===== src/rtl/core/cawp_pkg.sv =====
package cawp_pkg;

  // Field widths of the frame, the result and the configuration registers.
  localparam int ID_W     = 11;
  localparam int DLC_W    = 4;
  localparam int TIDX_W   = 2;
  localparam int CNT_W    = 10;

  // Block dimensions.
  localparam int NUM_TARGETS = 4;
  localparam int MAX_SLOTS   = 256;
  localparam int WIN_W       = 16;
  localparam int SLOT_W      = $clog2(MAX_SLOTS);
  localparam int CNTC_W      = SLOT_W + 1;
  localparam int COUNTS_W    = NUM_TARGETS * CNT_W;

  // Bits added per frame with a lower identifier than the target: dlc * 8 + FRAME_OVERHEAD.
  localparam int ADD_W          = 8;
  localparam int FRAME_OVERHEAD = 47;

  // Configuration port.
  localparam int CFG_IDX_W  = 3;
  localparam int CFG_DATA_W = 40;

  localparam logic [CFG_IDX_W-1:0] REG_TARGET_ID_0   = 3'd0;
  localparam logic [CFG_IDX_W-1:0] REG_TARGET_ID_1   = 3'd1;
  localparam logic [CFG_IDX_W-1:0] REG_TARGET_ID_2   = 3'd2;
  localparam logic [CFG_IDX_W-1:0] REG_TARGET_ID_3   = 3'd3;
  localparam logic [CFG_IDX_W-1:0] REG_INST_COUNTS   = 3'd4;
  localparam logic [CFG_IDX_W-1:0] REG_MIN_WINDOW    = 3'd5;

  localparam logic [ID_W-1:0]     RST_TARGET_ID_0 = 11'd417;
  localparam logic [ID_W-1:0]     RST_TARGET_ID_1 = 11'd451;
  localparam logic [ID_W-1:0]     RST_TARGET_ID_2 = 11'd707;
  localparam logic [ID_W-1:0]     RST_TARGET_ID_3 = 11'd977;
  localparam logic [COUNTS_W-1:0] RST_INST_COUNTS = 40'd53792153800;
  localparam logic [WIN_W-1:0]    RST_MIN_WINDOW  = 16'd222;

  // Queue between the classifier and the slot update.
  localparam int QDEPTH = 2;
  localparam int QPTR_W = $clog2(QDEPTH);

  typedef logic [NUM_TARGETS-1:0][ID_W-1:0] id_vec_t;

  // One request for the slot update: per target, whether the frame closed
  // its window, the slot, the closed window and whether the slots wrapped.
  typedef struct packed {
    logic [NUM_TARGETS-1:0]             hit;
    logic [NUM_TARGETS-1:0]             wrap;
    logic [NUM_TARGETS-1:0][SLOT_W-1:0] slot;
    logic [NUM_TARGETS-1:0][WIN_W-1:0]  win;
  } req_t;

endpackage


===== src/rtl/core/cawp_queue.sv =====
module cawp_queue (
  input  logic           clk,
  input  logic           rst,
  input  logic           push,
  input  cawp_pkg::req_t push_data,
  output logic           full,
  input  logic           pop,
  output logic           empty,
  output cawp_pkg::req_t head
);
  import cawp_pkg::*;

  req_t              entry [QDEPTH];
  logic [QPTR_W-1:0] wr_ptr;
  logic [QPTR_W-1:0] rd_ptr;
  logic [QPTR_W:0]   count;

  assign full  = (count == (QPTR_W+1)'(QDEPTH));
  assign empty = (count == '0);
  assign head  = entry[rd_ptr];

  always_ff @(posedge clk) begin
    if (push) begin
      entry[wr_ptr] <= push_data;
    end
  end

  always_ff @(posedge clk) begin
    if (rst) begin
      wr_ptr <= '0;
      rd_ptr <= '0;
      count  <= '0;
    end else begin
      if (push) begin
        wr_ptr <= wr_ptr + QPTR_W'(1);
      end
      if (pop) begin
        rd_ptr <= rd_ptr + QPTR_W'(1);
      end
      if (push && !pop) begin
        count <= count + (QPTR_W+1)'(1);
      end else if (pop && !push) begin
        count <= count - (QPTR_W+1)'(1);
      end
    end
  end

endmodule


===== config.mk =====
export PLATFORM = sky130hd
export DESIGN_NAME = cawp_queue
export DESIGN_NICKNAME = d
export VERILOG_FILES = /design/src/rtl/core/cawp_pkg.sv /design/src/rtl/core/cawp_queue.sv
export SDC_FILE = /design/constraint.sdc
export NUM_CORES = 1
export LEC_CHECK = 0
export BUFFER_PORTS_ARGS = -buffer_cell sky130_fd_sc_hd__clkbuf_2
export CORE_ASPECT_RATIO = 0.7
export CORE_MARGIN = 3
export CORE_UTILIZATION = 35
export CTS_BUF_LIST = sky130_fd_sc_hd__clkbuf_8 sky130_fd_sc_hd__clkbuf_16
export CTS_CLUSTER_DIAMETER = 40
export DETAILED_ROUTE_END_ITERATION = 16
export GPL_TIMING_DRIVEN = 0
export PLACE_DENSITY_LB_ADDON = 0.3
export RECOVER_POWER = 50
export SYNTH_ARGS = -nofsm -noshare
export SYNTH_HDL_FRONTEND = slang
export SYNTH_SLANG_ARGS = --single-unit

===== constraint.sdc =====
create_clock -name clk -period 7.75 [get_ports clk]
set_input_delay 1.9375 -clock clk [delete_from_list [all_inputs] [get_ports clk]]
set_output_delay 1.9375 -clock clk [all_outputs]
set_load 0.02 [all_outputs]

* After elaboration in Yosys (flattened, before gate mapping)
Memory sizes are Yosys's and may differ from the RTL's. A register that Yosys moved wholly into a read port is not among the register bits.
Cells that the tools add are included.
** Storage, ports and cells
- Register bits :: 4
- Bits in writable memories :: 208
- Bits of input ports :: 108
- Output and inout port bits :: 106
- Logic and storage cells :: 21
- Memories :: 1
** Cells by class
- Add/subtract/negate cells :: 4
- Eq/ne operators :: 1
- Muxes and demuxes :: 6
- Reduce and logical (&&, ||, !) cells :: 6
** Memory list
- entry :: words 2, bits a word 104, read ports 1, clocked after Yosys merged registers in 1, wr ports 1, line cawp_queue.sv:13 : req_t entry [QDEPTH];
** Operators with widths (count)
- two-way mux 1 bit :: 4
- two-way mux 2 bit :: 2
- adder 1 bit (second input constant) :: 2
- adder 2 x 1 -> 2 bit (second input constant) :: 1
- == test 2 bit (second input constant) :: 1
- logical AND 1 bit :: 2
- logical NOT 1 bit :: 2
- logical NOT 2 bit :: 1
- nonzero test 2 bit :: 1
- subtractor 2 x 1 -> 2 bit (second input constant) :: 1

* Longest topological paths before layout
- Depth after elaboration :: 4
- Depth in mapped cells :: 5
- Gate-level depth less buffers :: 5

* Worst setup path after synthesis
No wires, ideal clock.
- Path type :: input-to-reg
- Start :: input push
- End :: memory entry[0][0] (netlist name) (enable)
- Library setup time :: 0.580 ns
- Arrival :: 6.461 ns
- Data required time :: 7.170 ns
- Setup slack :: 0.709 ns
- Cell stages on the path :: 1
- Buffers on the path :: 0
- Cells stage by stage :: nor2b_1
** Between the ends
- Cells in the longest elaborated chain, start to end :: 2
** RTL lines
- start: declaration :: line cawp_queue.sv:4 : input logic push,
- two-way mux 1 bit :: line cawp_queue.sv:23 : if (push) begin
- two-way mux 1 bit (not written as such) :: line cawp_queue.sv:24 : entry[wr_ptr] <= push_data;
- end: declaration :: line cawp_queue.sv:13
No other way between the ends.

* Final worst setup path
- Start :: input push
- End :: memory entry[1][42] (netlist name) (enable)
The elaborated chain is that of the path after synthesis.

==> results.txt <==
----------------------------------------------------
[Yosys]
  Cell area after synthesis ... around 8000 um2
  Mean instance size in the synthesized netlist ... ~23 um2
  Syn Inst Count ... ~350
  Share of the synthesized area in the top cell type ... about four fifths
  Part of the Yosys area used for sequential elements ... approximately four fifths
  Biggest area contributors in the synthesized netlist ... sky130_fd_sc_hd__edfxtp_1 78%, sky130_fd_sc_hd__mux2_4 11%, sky130_fd_sc_hd__mux2_2 6.2%, sky130_fd_sc_hd__dfxtp_1 1.3%, sky130_fd_sc_hd__buf_6 0.99%
  Synth Warn # ... 0
  Top cell types by occurrence after synthesis ... 208 x sky130_fd_sc_hd__edfxtp_1, 60 x sky130_fd_sc_hd__mux2_4, 44 x sky130_fd_sc_hd__mux2_2, 7 x sky130_fd_sc_hd__buf_6
  Most common cell in the synthesized netlist ... sky130_fd_sc_hd__edfxtp_1
  Primary flip-flop cell chosen by synthesis mapping ... sky130_fd_sc_hd__edfxtp_1
  Synth Register Bits ... between 200 and 250
  Netlist cell types ... 17
  Post-Synthesis Net Count ... 455
  Number of enable-type register cells in the synthesized netlist ... roughly 210
  Cell type with the highest aggregate area in the netlist ... sky130_fd_sc_hd__edfxtp_1
  Synth async-reset ratio ... 0%

[Placed design]
  Post-detailed-placement half-perimeter wirelength ... ~11 mm
  # port buffers ... about 210
  RD Place Congestion ... 0.7225
  Setup slack at placement ... between 4 and 5 ns
  Number of placed instances, taps included ... roughly 870

[Global route]
  Gr ovfl total ... 0
  Met3 Resource Use GR ... approximately 5.8%
  Total global routing track utilization ... about an eighth
  Global-route wire length before repair ... 23.32 mm
  Most Crowded Layer GR ... met2
  GR met2 Demand/Resource ... between 10% and 20%
  Vias in the first global route ... 4,362
  Fraction of met1 tracks used by global routing ... ~15%
  Pin count of the biggest net entering global routing ... 62
  Number of antenna violations at the first check in global routing ... 0

[Clocking]
  Post-CTS Hold Fix Bufs ... 0
  H-tree depth reported by CTS ... 1
  Master cell of the clock root buffer ... sky130_fd_sc_hd__clkbuf_16
  Number of buffers on the longest clock path ... 3
  Latest clock arrival within the worst-skew pair ... slightly above 0.5 ns
  Total clock buffers created by CTS ... 26
  Clock input transition at the sequential cells of the worst setup and hold paths ... ~0.060 ns
  Buffers inserted by post-CTS timing repair ... 0
  Number of sinks driven by the clock tree ... around 210
  Resized Gates After CTS ... 0
  CTS tree ... built

[Critical path]
  Type of element launching the critical path ... primary input
  Path type of the worst setup path ... primary input to flop
  Register-to-register setup slack ... 4.37 ns
  Launch instance of the worst register-to-register path ... wr_ptr
  Beginning of the critical path ... push
  Crit path max fanout ... a little over 60
  Worst setup EP type ... flop
  Required time reported for the critical path endpoint ... about 7.9 ns
  Critical Path AT ... around 4.8 ns

[Timing]
  Normalized max-slew margin ... -111.1%
  Final setup fails ... 0
  Final Max Tran Viols ... 59
  Min Clock Period, post-route ... around 4.6 ns
  Fmax ... between 200 and 250 MHz
  Final hold slack ... around 0.5 ns
  Setup repair after global routing missed its margin ... no
  Slew @ Worst Pin ... around 3.2 ns
  Crit path setup slack, layout ... about 3.1 ns
  Worst clock skew ... between 0.007 and 0.008 ns
  Final Hold Violating Endpoints ... 0
  Final cycle utilization of the critical path ... about three fifths

[Final layout]
  Total number of nets in the final design ... 700
  Diode count ... 0
  Number of standard cells in the layout, taps in and fillers out ... around 920
  Fraction of final layout cells sized beyond drive strength 1 ... 46.81%
  Synthesis-to-layout area growth ... 28.26%
  Number of filler cells placed in the layout ... approximately 1,900

[Power and ir drop]
  Leak Pwr ... approximately 3.8 nW
  Pwr/cell area ... approximately 280 nW/um2
  Total Power Consumption ... between 0.002 and 0.003 W
  Peak supply drop ... about 160 uV

[Route]
  Vias/cell ... 4.369
  DR iter-0 viols ... about 170
  1st-pass router iterations ... 4
  Total wire length after detailed routing ... ~15 mm
  DRC violation count after routing ... 0
  WL per Instance ... 16.88 um
  Via Count ... 4,002
  Antenna Violating Nets Remaining ... 0

[Floorplan]
  Vertical die dimension ... roughly 130 um
  Die X-Extent ... roughly 190 um
  Core region area ... roughly 22,000 um2
  Initial core utilization ... a little over a third
  Number of I/O pins ... between 200 and 250
  Area of the die ... approximately 25,000 um2
  Placement Rows ... 45

[Outcome]
  Failing checks ... max-capacitance violations, max-slew violations
  Result of the run ... finished, violations left

[Min path]
  HP Start ... count[1]
  Min-Delay Path Class ... flop to flop

[Flow run]
  Number of max-cap violations ... 2

----------------------------------------------------
## state kept, by name, summed over array words and instances (netlist names), named ones only
signal and cells:
rd_ptr 1, wr_ptr 1, entry 208, count 2
## stage by stage
step	utilization [%]	instance area, um2	setup TNS, ns
6_report	46.38	10210	0
2_1_floorplan	-	7961	0
5_1_grt	46.38	10210	0
3_3_place_gp	42.74	9409	-186.85
4_1_cts	46.92	10330	0
3_5_place_dp	43.18	9507	0
## power breakdown
part	switching, W	internal, W
Clock	0.000453	0.000669
Sequential	0.0000168	0.00135
Combinational	0.000207	0.000152
Total	0.000677	0.00217
## worst max-delay path, stage by stage
cell                       delay [ns]
sky130_fd_sc_hd__clkbuf_1        0.17
sky130_fd_sc_hd__and2_0          2.32
sky130_fd_sc_hd__buf_16          0.33
## routing by layer
metal,routed length (um),up-vias
li1,-,1865
met4,357,0
met5,0,-
met2,6815,169
met1,6385,1937
met3,1908,31
## layout by cell type, fill, tap and decap left out, drive strengths merged
cell type  count
nor2           5
and2           1
clkinv         9
o21ai          1
a21oi          1
inv            9
bufinv         1
edfxtp       208
nor2b          2
ha             1
or3            1
clkbuf       239
xor2           2
clkinvlp       3
mux2         104
buf           17
dfxtp          5
xnor2          2
## area by class of cell
type	count	area [um2]	area share [%]
well taps	305	381.6	3.737
plain buffers	12	113.9	1.115
clock buffers	27	675.6	6.617
repair buffers	217	1046	10.24
inverters	1	3.754	0.03676
multi-input cells	120	1498	14.67
flip-flops and latches	213	6346	62.15
clock inverters	21	146.4	1.434
## cell families after synthesis
kind of cell	count (synthesis)	share of synthesized area, %
adder cells (fa/ha/maj)	1	0.1571
flip-flops	213	79.71
AO/OA/AOI/OAI	2	0.1256
buffers and inverters	13	1.477
multiplexers	104	17.54
XOR/XNOR	4	0.4401
AND/OR/NAND/NOR	9	0.5502
## final timing paths
check,endpoint,depth (start not counted)
worst max-delay path,entry[1][42],3
worst min register to register,count[1],2
worst min-delay path,count[1],2
worst max register to register,entry[1][42],2
(Power assumes the default switching activity.)
