$ cat src/rtl/core/cawp_pkg.sv
package cawp_pkg;

  // Field widths of the frame, the result and the configuration registers.
  localparam int ID_W     = 11;
  localparam int DLC_W    = 4;
  localparam int TIDX_W   = 2;
  localparam int CNT_W    = 10;

  // Block dimensions.
  localparam int NUM_TARGETS = 4;
  localparam int MAX_SLOTS   = 256;
  localparam int WIN_W       = 16;
  localparam int SLOT_W      = $clog2(MAX_SLOTS);
  localparam int CNTC_W      = SLOT_W + 1;
  localparam int COUNTS_W    = NUM_TARGETS * CNT_W;

  // Bits added per frame with a lower identifier than the target: dlc * 8 + FRAME_OVERHEAD.
  localparam int ADD_W          = 8;
  localparam int FRAME_OVERHEAD = 47;

  // Configuration port.
  localparam int CFG_IDX_W  = 3;
  localparam int CFG_DATA_W = 40;

  localparam logic [CFG_IDX_W-1:0] REG_TARGET_ID_0   = 3'd0;
  localparam logic [CFG_IDX_W-1:0] REG_TARGET_ID_1   = 3'd1;
  localparam logic [CFG_IDX_W-1:0] REG_TARGET_ID_2   = 3'd2;
  localparam logic [CFG_IDX_W-1:0] REG_TARGET_ID_3   = 3'd3;
  localparam logic [CFG_IDX_W-1:0] REG_INST_COUNTS   = 3'd4;
  localparam logic [CFG_IDX_W-1:0] REG_MIN_WINDOW    = 3'd5;

  localparam logic [ID_W-1:0]     RST_TARGET_ID_0 = 11'd417;
  localparam logic [ID_W-1:0]     RST_TARGET_ID_1 = 11'd451;
  localparam logic [ID_W-1:0]     RST_TARGET_ID_2 = 11'd707;
  localparam logic [ID_W-1:0]     RST_TARGET_ID_3 = 11'd977;
  localparam logic [COUNTS_W-1:0] RST_INST_COUNTS = 40'd53792153800;
  localparam logic [WIN_W-1:0]    RST_MIN_WINDOW  = 16'd222;

  // Queue between the classifier and the slot update.
  localparam int QDEPTH = 2;
  localparam int QPTR_W = $clog2(QDEPTH);

  typedef logic [NUM_TARGETS-1:0][ID_W-1:0] id_vec_t;

  // One request for the slot update: per target, whether the frame closed
  // its window, the slot, the closed window and whether the slots wrapped.
  typedef struct packed {
    logic [NUM_TARGETS-1:0]             hit;
    logic [NUM_TARGETS-1:0]             wrap;
    logic [NUM_TARGETS-1:0][SLOT_W-1:0] slot;
    logic [NUM_TARGETS-1:0][WIN_W-1:0]  win;
  } req_t;

endpackage

$ cat src/rtl/core/cawp_front.sv
module cawp_front (
  input  logic                            clk,
  input  logic                            rst,
  input  logic                            accept,
  input  logic [cawp_pkg::ID_W-1:0]       frame_id,
  input  logic [cawp_pkg::DLC_W-1:0]      frame_dlc,
  input  cawp_pkg::id_vec_t               target_ids,
  input  logic [cawp_pkg::COUNTS_W-1:0]   instance_counts,
  output cawp_pkg::req_t                  req
);
  import cawp_pkg::*;

  logic [NUM_TARGETS-1:0][WIN_W-1:0]  running_window, running_window_next;
  logic [NUM_TARGETS-1:0][SLOT_W-1:0] slot_pointer, slot_pointer_next;
  logic [NUM_TARGETS-1:0]             wrapped_once, wrapped_once_next;

  logic [NUM_TARGETS-1:0][CNT_W-1:0]  cnt_raw;
  logic [NUM_TARGETS-1:0][CNTC_W-1:0] cnt;
  logic [NUM_TARGETS-1:0][SLOT_W-1:0] slot;
  logic [NUM_TARGETS-1:0][CNTC_W-1:0] slot_inc;
  logic [NUM_TARGETS-1:0][WIN_W:0]    sum;
  logic [ADD_W-1:0]                   add;

  always_comb begin
    add = ADD_W'({frame_dlc, 3'b000}) + ADD_W'(FRAME_OVERHEAD);
    for (int t = 0; t < NUM_TARGETS; t++) begin
      cnt_raw[t] = instance_counts[t*CNT_W +: CNT_W];
      cnt[t]     = (cnt_raw[t] > CNT_W'(MAX_SLOTS)) ? CNTC_W'(MAX_SLOTS)
                                                    : cnt_raw[t][CNTC_W-1:0];
      // A pointer left beyond a lowered count falls back to slot 0.
      slot[t]     = ({1'b0, slot_pointer[t]} < cnt[t]) ? slot_pointer[t] : '0;
      slot_inc[t] = {1'b0, slot[t]} + CNTC_W'(1);
      sum[t]      = {1'b0, running_window[t]} + (WIN_W+1)'(add);

      running_window_next[t] = running_window[t];
      slot_pointer_next[t]   = slot_pointer[t];
      wrapped_once_next[t]   = wrapped_once[t];
      req.hit[t]  = 1'b0;
      req.wrap[t] = wrapped_once[t];
      req.slot[t] = slot[t];
      req.win[t]  = running_window[t];

      if (cnt[t] != '0) begin
        if (frame_id > target_ids[t]) begin
          running_window_next[t] = '0;
        end else if (frame_id < target_ids[t]) begin
          running_window_next[t] = sum[t][WIN_W] ? '1 : sum[t][WIN_W-1:0];
        end else begin
          req.hit[t] = 1'b1;
          running_window_next[t] = '0;
          if (slot_inc[t] >= cnt[t]) begin
            slot_pointer_next[t] = '0;
            wrapped_once_next[t] = 1'b1;
          end else begin
            slot_pointer_next[t] = slot_inc[t][SLOT_W-1:0];
          end
        end
      end
    end
  end

  always_ff @(posedge clk) begin
    if (rst) begin
      running_window <= '0;
      slot_pointer   <= '0;
      wrapped_once   <= '0;
    end else if (accept) begin
      running_window <= running_window_next;
      slot_pointer   <= slot_pointer_next;
      wrapped_once   <= wrapped_once_next;
    end
  end

endmodule

$ cat config.mk
export PLATFORM = sky130hd
export DESIGN_NAME = cawp_front
export DESIGN_NICKNAME = d
export VERILOG_FILES = /design/src/rtl/core/cawp_pkg.sv /design/src/rtl/core/cawp_front.sv
export SDC_FILE = /design/constraint.sdc
export NUM_CORES = 1
export LEC_CHECK = 0
export BUFFER_PORTS_ARGS = -buffer_cell sky130_fd_sc_hd__buf_2
export CAP_MARGIN = 20
export CORE_ASPECT_RATIO = 0.8
export CORE_MARGIN = 8
export CORE_UTILIZATION = 55
export DETAILED_ROUTE_END_ITERATION = 12
export GPL_TIMING_DRIVEN = 0
export PLACE_DENSITY = 0.85
export SYNTH_ARGS = -nofsm -noshare
export SYNTH_HDL_FRONTEND = slang
export SYNTH_SLANG_ARGS = --single-unit
$ cat constraint.sdc
create_clock -name clk -period 5.8 [get_ports clk]
set_clock_uncertainty 0.2 [all_clocks]
set_input_delay 1.16 -clock clk [delete_from_list [all_inputs] [get_ports clk]]
set_output_delay 1.16 -clock clk [all_outputs]
set_load 0.02 [all_outputs]
Word level (Yosys, flattened, before mapping)
Cells that the tools add are included.
- multipliers: 0
- order comparisons: 20
- mux-type cells: 36
- add/sub/neg operators: 9
- eq/ne operators: 0
- shift-type cells: 0
- bitwise operators: 8
- reduce and logical (&&, ||, !) cells: 16
- div/mod/pow operators: 0
- operators with widths (operator ; count):
    16-bit 2-to-1 mux ; 12
    16-bit by 8-bit adder with 17-bit output ; 4
    8-bit 2-to-1 mux ; 8
    11-bit greater-than comparator ; 4
    11-bit less-than comparator ; 4
    10-bit by 9-bit greater-than comparator with 1-bit output, second input constant ; 4
    8-bit by 1-bit adder with 9-bit output, second input constant ; 4
    9-bit >= comparator ; 4
    8-bit by 9-bit less-than comparator with 1-bit output ; 4
    9-bit 2-to-1 mux ; 4
    9-bit nonzero test ; 4
    5-bit AND reduction ; 4
    4-bit AND reduction ; 4
    1-bit 2-to-1 mux ; 12
    7-bit by 6-bit adder with 8-bit output, second input constant ; 1
    1-bit inverter ; 8
    2-bit AND reduction ; 4
- bits of input ports: 102
- bits in latches: 0
- logic and storage cells: 101
- register bits after elaboration: 100
- memories kept: 0
- RAM bits: 0
- memory bits (read-only): 0

Depth between registers and ports, before layout
- word-level depth: 7
- gate-level depth with buffers: 18
- mapped depth without buffers: 15

Worst setup path after synthesis
Ideal clock, no wire load.
- path kind: input -> register
- start: in instance_counts[28] (netlist bit)
- end: reg slot_pointer[19] (netlist bit)
- setup time: 0.070 ns
- stages on the path: 18
- data arrival time: 4.770 ns
- setup slack: 0.760 ns
- required time: 5.530 ns
- buffers on the path: 3
- cells stage by stage: nor2_1 clkbuf_1 nand2_1 ha_1 a21o_1 a221oi_1 o21ai_1 and2_1 buf_2 buf_1 nor2_1 ha_1 nand2b_1 a31oi_1 o21ai_0 nand2_1 or4b_1 a21oi_1
- RTL lines (element ; line ; source):
    start, declared ; cawp_front.sv:8 ; input logic [cawp_pkg::COUNTS_W-1:0] instance_counts,
    end signal, assigned ; cawp_front.sv:69 ; slot_pointer <= slot_pointer_next;
    end, declared ; cawp_front.sv:14 ; logic [NUM_TARGETS-1:0][SLOT_W-1:0] slot_pointer, slot_pointer_next;

Worst setup path after layout
- start: in instance_counts[28] (netlist bit)
- end: reg slot_pointer[20] (netlist bit)
- longest elaborated chain between the ends: 7
- elaborated cells on any way between the ends: 9
- classes of those cells: add/sub: 1; order compare: 3; mux: 3; reduce/logical: 2
- RTL lines (element ; line ; source):
    10-bit by 9-bit greater-than comparator with 1-bit output ; cawp_front.sv:28 ; cnt[t] = (cnt_raw[t] > CNT_W'(MAX_SLOTS)) ? CNTC_W'(MAX_SLOTS)
    9-bit 2-to-1 mux * ; cawp_front.sv:28 ;
    8-bit by 9-bit less-than comparator with 1-bit output ; cawp_front.sv:31 ; slot[t] = ({1'b0, slot_pointer[t]} < cnt[t]) ? slot_pointer[t] : '0;
    8-bit 2-to-1 mux ; cawp_front.sv:31 ;
    8-bit by 1-bit adder with 9-bit output ; cawp_front.sv:32 ; slot_inc[t] = {1'b0, slot[t]} + CNTC_W'(1);
    9-bit >= comparator ; cawp_front.sv:51 ; if (slot_inc[t] >= cnt[t]) begin
    8-bit 2-to-1 mux ; cawp_front.sv:51 ;
Mark *: on every way between the ends. The rest lies on a longest branch, timed or not.
A chain may end at the register's enable or synchronous reset.

==> results.env <==
COREAREA_MM2=0.01650
FINALSETUPVIOLCOUNT=0
CRIT_BUF_INV=4
CLOCK_TREE.HTREE_LEVEL_COUNT=3
DRIVE_ABOVE_1_SHARE=0.1731
DETAIL_ROUTE.ITER0.VIOLATIONS=886
FIN_CRIT_SH=0.9427
POSTSYNTHCELLCOUNT=1200
STATUS='finished clean'
WORSTHOLDSTART='req[23]$_SDFFE_PP0P_'
R2R_SETUP_SLK_NS=1.47
INSTANCES_NO_FILL=1641
YOSYSTOPAREACELL='sky130_fd_sc_hd__dfxtp_1'
MAX_SLEW.WORST_PIN.SLEW_NS=0.8618
DOMINANT_CELLS_BY_AREA_AFTER_SYNTHESIS='sky130_fd_sc_hd__dfxtp_1, sky130_fd_sc_hd__ha_1, sky130_fd_sc_hd__nand2_1, sky130_fd_sc_hd__a21oi_1, sky130_fd_sc_hd__nor2_1'
SYNTHMOSTINSTANTIATEDCELL='sky130_fd_sc_hd__ha_1'
ASYNCSETRESETFLOPFRACSYNTH=0
SYNTH_CELL_TYPE_COUNT=69
HOLD_PATH_END='req[23]$_SDFFE_PP0P_'
DIE_H_UM=131.9
LAYOUT_SETUP_WS_NS=0.3325
CLOCK_INSERTION_DELAY_AT_THE_LATER_PIN_OF_THE_SKEW_REPORT_NS=0.35
CP.REQUIRED_NS=5.87
MAX_FREQ_MHz=182.9
FIN_TOTAL_PWR_mW=2.057
SLOWEST_STAGE='sky130_fd_sc_hd__or4b_1'
MAX-SLEW-MARGIN-REL=0.4228
MULTI_INPUT_AREA_MM2=0.006779
SYNTH-WARNING-COUNT=0
ROOT_BUFFER='sky130_fd_sc_hd__clkbuf_16'
CTS-BUFFERS-INSERTED=9
DP_HPWL_MM=23.07
VIAS_PER_CELL=6.161
ANTENNA_CELLS=0
GLOBAL_ROUTE_WIRE_LENGTH_BEFORE_REPAIR_MM=46.49
CP_CELL_SEQUENCE='buf_2 -> nor2_1 -> clkbuf_2 -> nand2_1 -> ha_1 -> a21o_1 -> a221oi_1 -> o21ai_1 -> and2_1 -> buf_2 -> clkbuf_2 -> nor2_1 -> ha_1 -> a21o_1 -> a2111oi_0 -> o21ai_0 -> nand2_1 -> or4b_1 -> a21oi_1'
FILLER_CELL_COUNT=1473
CP_SLOWEST_STAGE_DELAY_NS=0.45
WL_PER_CELL_UM=17.80
CRIT_ARRIVAL_NS=5.54
GRT_START_MAX_NET_PINS=16
NETS=1651
TIMING.CRITICAL_PATH.TO_TYPE='flip-flop'
SYNTH_FP_NETS=1435
SYN_TO_FINAL_GROWTH_PCT=17.25
POWER_DENSITY_mW_PER_MM2=189.9
RSZ0062_AT_GRT='false'
PLACE.PORT_BUFFERS=205
FINAL_ANTENNA_NET_COUNT=0
GLOBALROUTETOTALUTIL=0.2576
TIMING.HOLD.WORST_PATH_DEPTH=2
IR_WORST_VDD_mV=0.1625
REMAINING_ROUTING_DRC_VIOLATIONS=0
NUMPLACEDINSTANCES=1625
YOSYS-TOP-CELLS-COUNT='sky130_fd_sc_hd__ha_1, sky130_fd_sc_hd__nand2_1, sky130_fd_sc_hd__dfxtp_1'
CTS_TREE='done'
SYNTH_EDF_COUNT=0
WORST-SETUP-PATH-TYPE='in -> reg'
ROUTED-VIA-COUNT=10110
DRT-TOTAL-WL_MM=29.21
VIA_COUNT_OF_THE_FIRST_GLOBAL_ROUTING_PASS=9564
FP-ROW-COUNT=42
REGISTER_AREA_SHARE_AFTER_SYNTHESIS=0.2166
LEAKAGE_nW=5.144
CAP_VIOL_MAX_COUNT=0
START_UTIL=0.5601
CTS_NUM_SINKS=100
DIE_WIDTH_UM=160.9
SETUP.WORST_PATH.START='instance_counts[28]'
YS.FLOP_TYPE='sky130_fd_sc_hd__dfxtp_1'
HOLD_PATH.CLASS='reg -> reg'
AREA_TAKEN_BY_FLIP_FLOPS_AND_LATCHES_MM2=0.002002
CELL_AREA_AFTER_LAYOUT_MM2=0.01084
PATH_MAX_FANOUT=10
CRIT_PATH_START_KIND='primary input'
POST_SYNTH_INSTANCE_AREA_MM2=0.009241
GRT.OVERFLOW.TOTAL=0
CLKSLEWWORSTSETUPHOLDPATHS_NS=0.07
FIRST_PASS_ITERS=5
PLACE_CONGESTION=0.9397
PLACE_WS_NS=-0.1624
I_O_PINS=206
YOSYS_REGISTER_BITS=100
REGTOREGSTARTPOINT='slot_pointer[20]$_SDFFE_PP0P_'
WORST_R2R_PATH_DEPTH=15
FIN_CRIT_NS=5.467
CTS_BUFFER_DEPTH=2
CTS_HOLD_BUFFERS=0
DIE_AREA_MM2=0.02123
SYNTH.AVG_CELL_AREA_UM2=7.701
FAMILY_WITH_THE_MOST_DELAY_ON_THE_WORST_PATH='compound AO/OA/AOI/OAI gates'
SYNTH_TOP_AREA_FRAC=0.2166
SLEW_VIOL_FINAL=0
RR_ENDPOINT='slot_pointer[20]$_SDFFE_PP0P_'
ANTENNA_FOUND_INITIAL=0
HOLD_VIOL=0
PLACE_AREA_MM2=0.01054
[worst min-delay path, stage by stage (launching register included)]
cell                      delay, ns
sky130_fd_sc_hd__dfxtp_1       0.32
sky130_fd_sc_hd__nand2_1       0.05
sky130_fd_sc_hd__o21ai_1       0.05
[stage by stage]
step | setup TNS [ns] | hold slack [ns] | util
3_5_place_dp | -0.4399 | 0.2499 | 0.6389
3_3_place_gp | -0.07777 | 0.2455 | 0.6389
6_report | 0 | 0.2682 | 0.6567
2_1_floorplan | 0 | 0.2492 | -
4_1_cts | 0 | 0.2714 | 0.6562
5_1_grt | 0 | 0.2941 | 0.6567
[placed cells by master (no fill, tap or decap), types with 21 or more instances in the layout]
cell type	synthesis	routed
sky130_fd_sc_hd__nand2b_1	22	22
sky130_fd_sc_hd__a211oi_1	26	26
sky130_fd_sc_hd__nand2_1	120	120
sky130_fd_sc_hd__nand4_1	21	21
sky130_fd_sc_hd__a21o_1	26	26
sky130_fd_sc_hd__nor2b_1	25	25
sky130_fd_sc_hd__nand3_1	41	41
sky130_fd_sc_hd__nor2_1	88	88
sky130_fd_sc_hd__inv_1	74	74
sky130_fd_sc_hd__clkbuf_1	39	40
sky130_fd_sc_hd__a21oi_1	80	80
sky130_fd_sc_hd__nor3_1	21	21
sky130_fd_sc_hd__buf_2	6	211
sky130_fd_sc_hd__o21ai_0	46	46
sky130_fd_sc_hd__and2_1	42	42
sky130_fd_sc_hd__xnor2_1	27	27
sky130_fd_sc_hd__a31oi_1	21	21
sky130_fd_sc_hd__dfxtp_1	100	100
sky130_fd_sc_hd__ha_1	133	133
[final cells by class]
cell class	count	share of cell area
Multi-Input combinational cell	978	0.6256
Sequential cell	100	0.1848
Timing Repair Buffer	205	0.09469
Inverter	75	0.02598
Tap cell	220	0.02540
Clock buffer	11	0.02148
Buffer	47	0.01721
Clock inverter	5	0.004850
[timing repair]
action,in CTS,in global routing
gates resized for setup,0,4
setup buffers,0,0
endpoints found under the setup margin,0,7
[report_power, final]
part | internal (mW) | total, mW | switching, mW
sequential | 0.721 | 0.760 | 0.0384
clock | 0.333 | 0.597 | 0.264
combinational | 0.285 | 0.701 | 0.415
[worst max path at each step]
stage,end,slack (ns),cells past startpoint
floorplan,slot_pointer[19]$_SDFFE_PP0P_,0.76,18
global placement,slot_pointer[22]$_SDFFE_PP0P_,-0.04,19
detailed placement,slot_pointer[17]$_SDFFE_PP0P_,-0.16,19
CTS,slot_pointer[17]$_SDFFE_PP0P_,0.19,19
global route,slot_pointer[20]$_SDFFE_PP0P_,0.08,19
finish,slot_pointer[20]$_SDFFE_PP0P_,0.33,19
[cell families (layout without fill, tap and decap cells)]
family / count (synthesis) / after routing / share of synthesized area
multiplexers: 2 / 2 / 0.002166
AND/OR/NAND/NOR: 446 / 446 / 0.2434
XOR/XNOR: 47 / 47 / 0.04454
buffers and inverters: 122 / 343 / 0.05037
flip-flops: 100 / 100 / 0.2166
adder cells (fa/ha/maj): 133 / 133 / 0.1801
AO/OA/AOI/OAI: 350 / 350 / 0.2628
[sequential cells by signal, indices dropped and copies added, names as in the netlist]
name,count
wrapped_once,4
req,64
slot_pointer,32
[per-layer routing]
metal | global-route usage | vias to the layer above | wire (um)
met4 | 0.07136 | 0 | 633
met2 | 0.4185 | 426 | 13180
met3 | 0.06554 | 56 | 2493
met5 | 0 | - | 0
met1 | 0.3312 | 4731 | 12910
li1 | - | 4897 | -
Note: power is estimated with default switching activity, not from simulation.
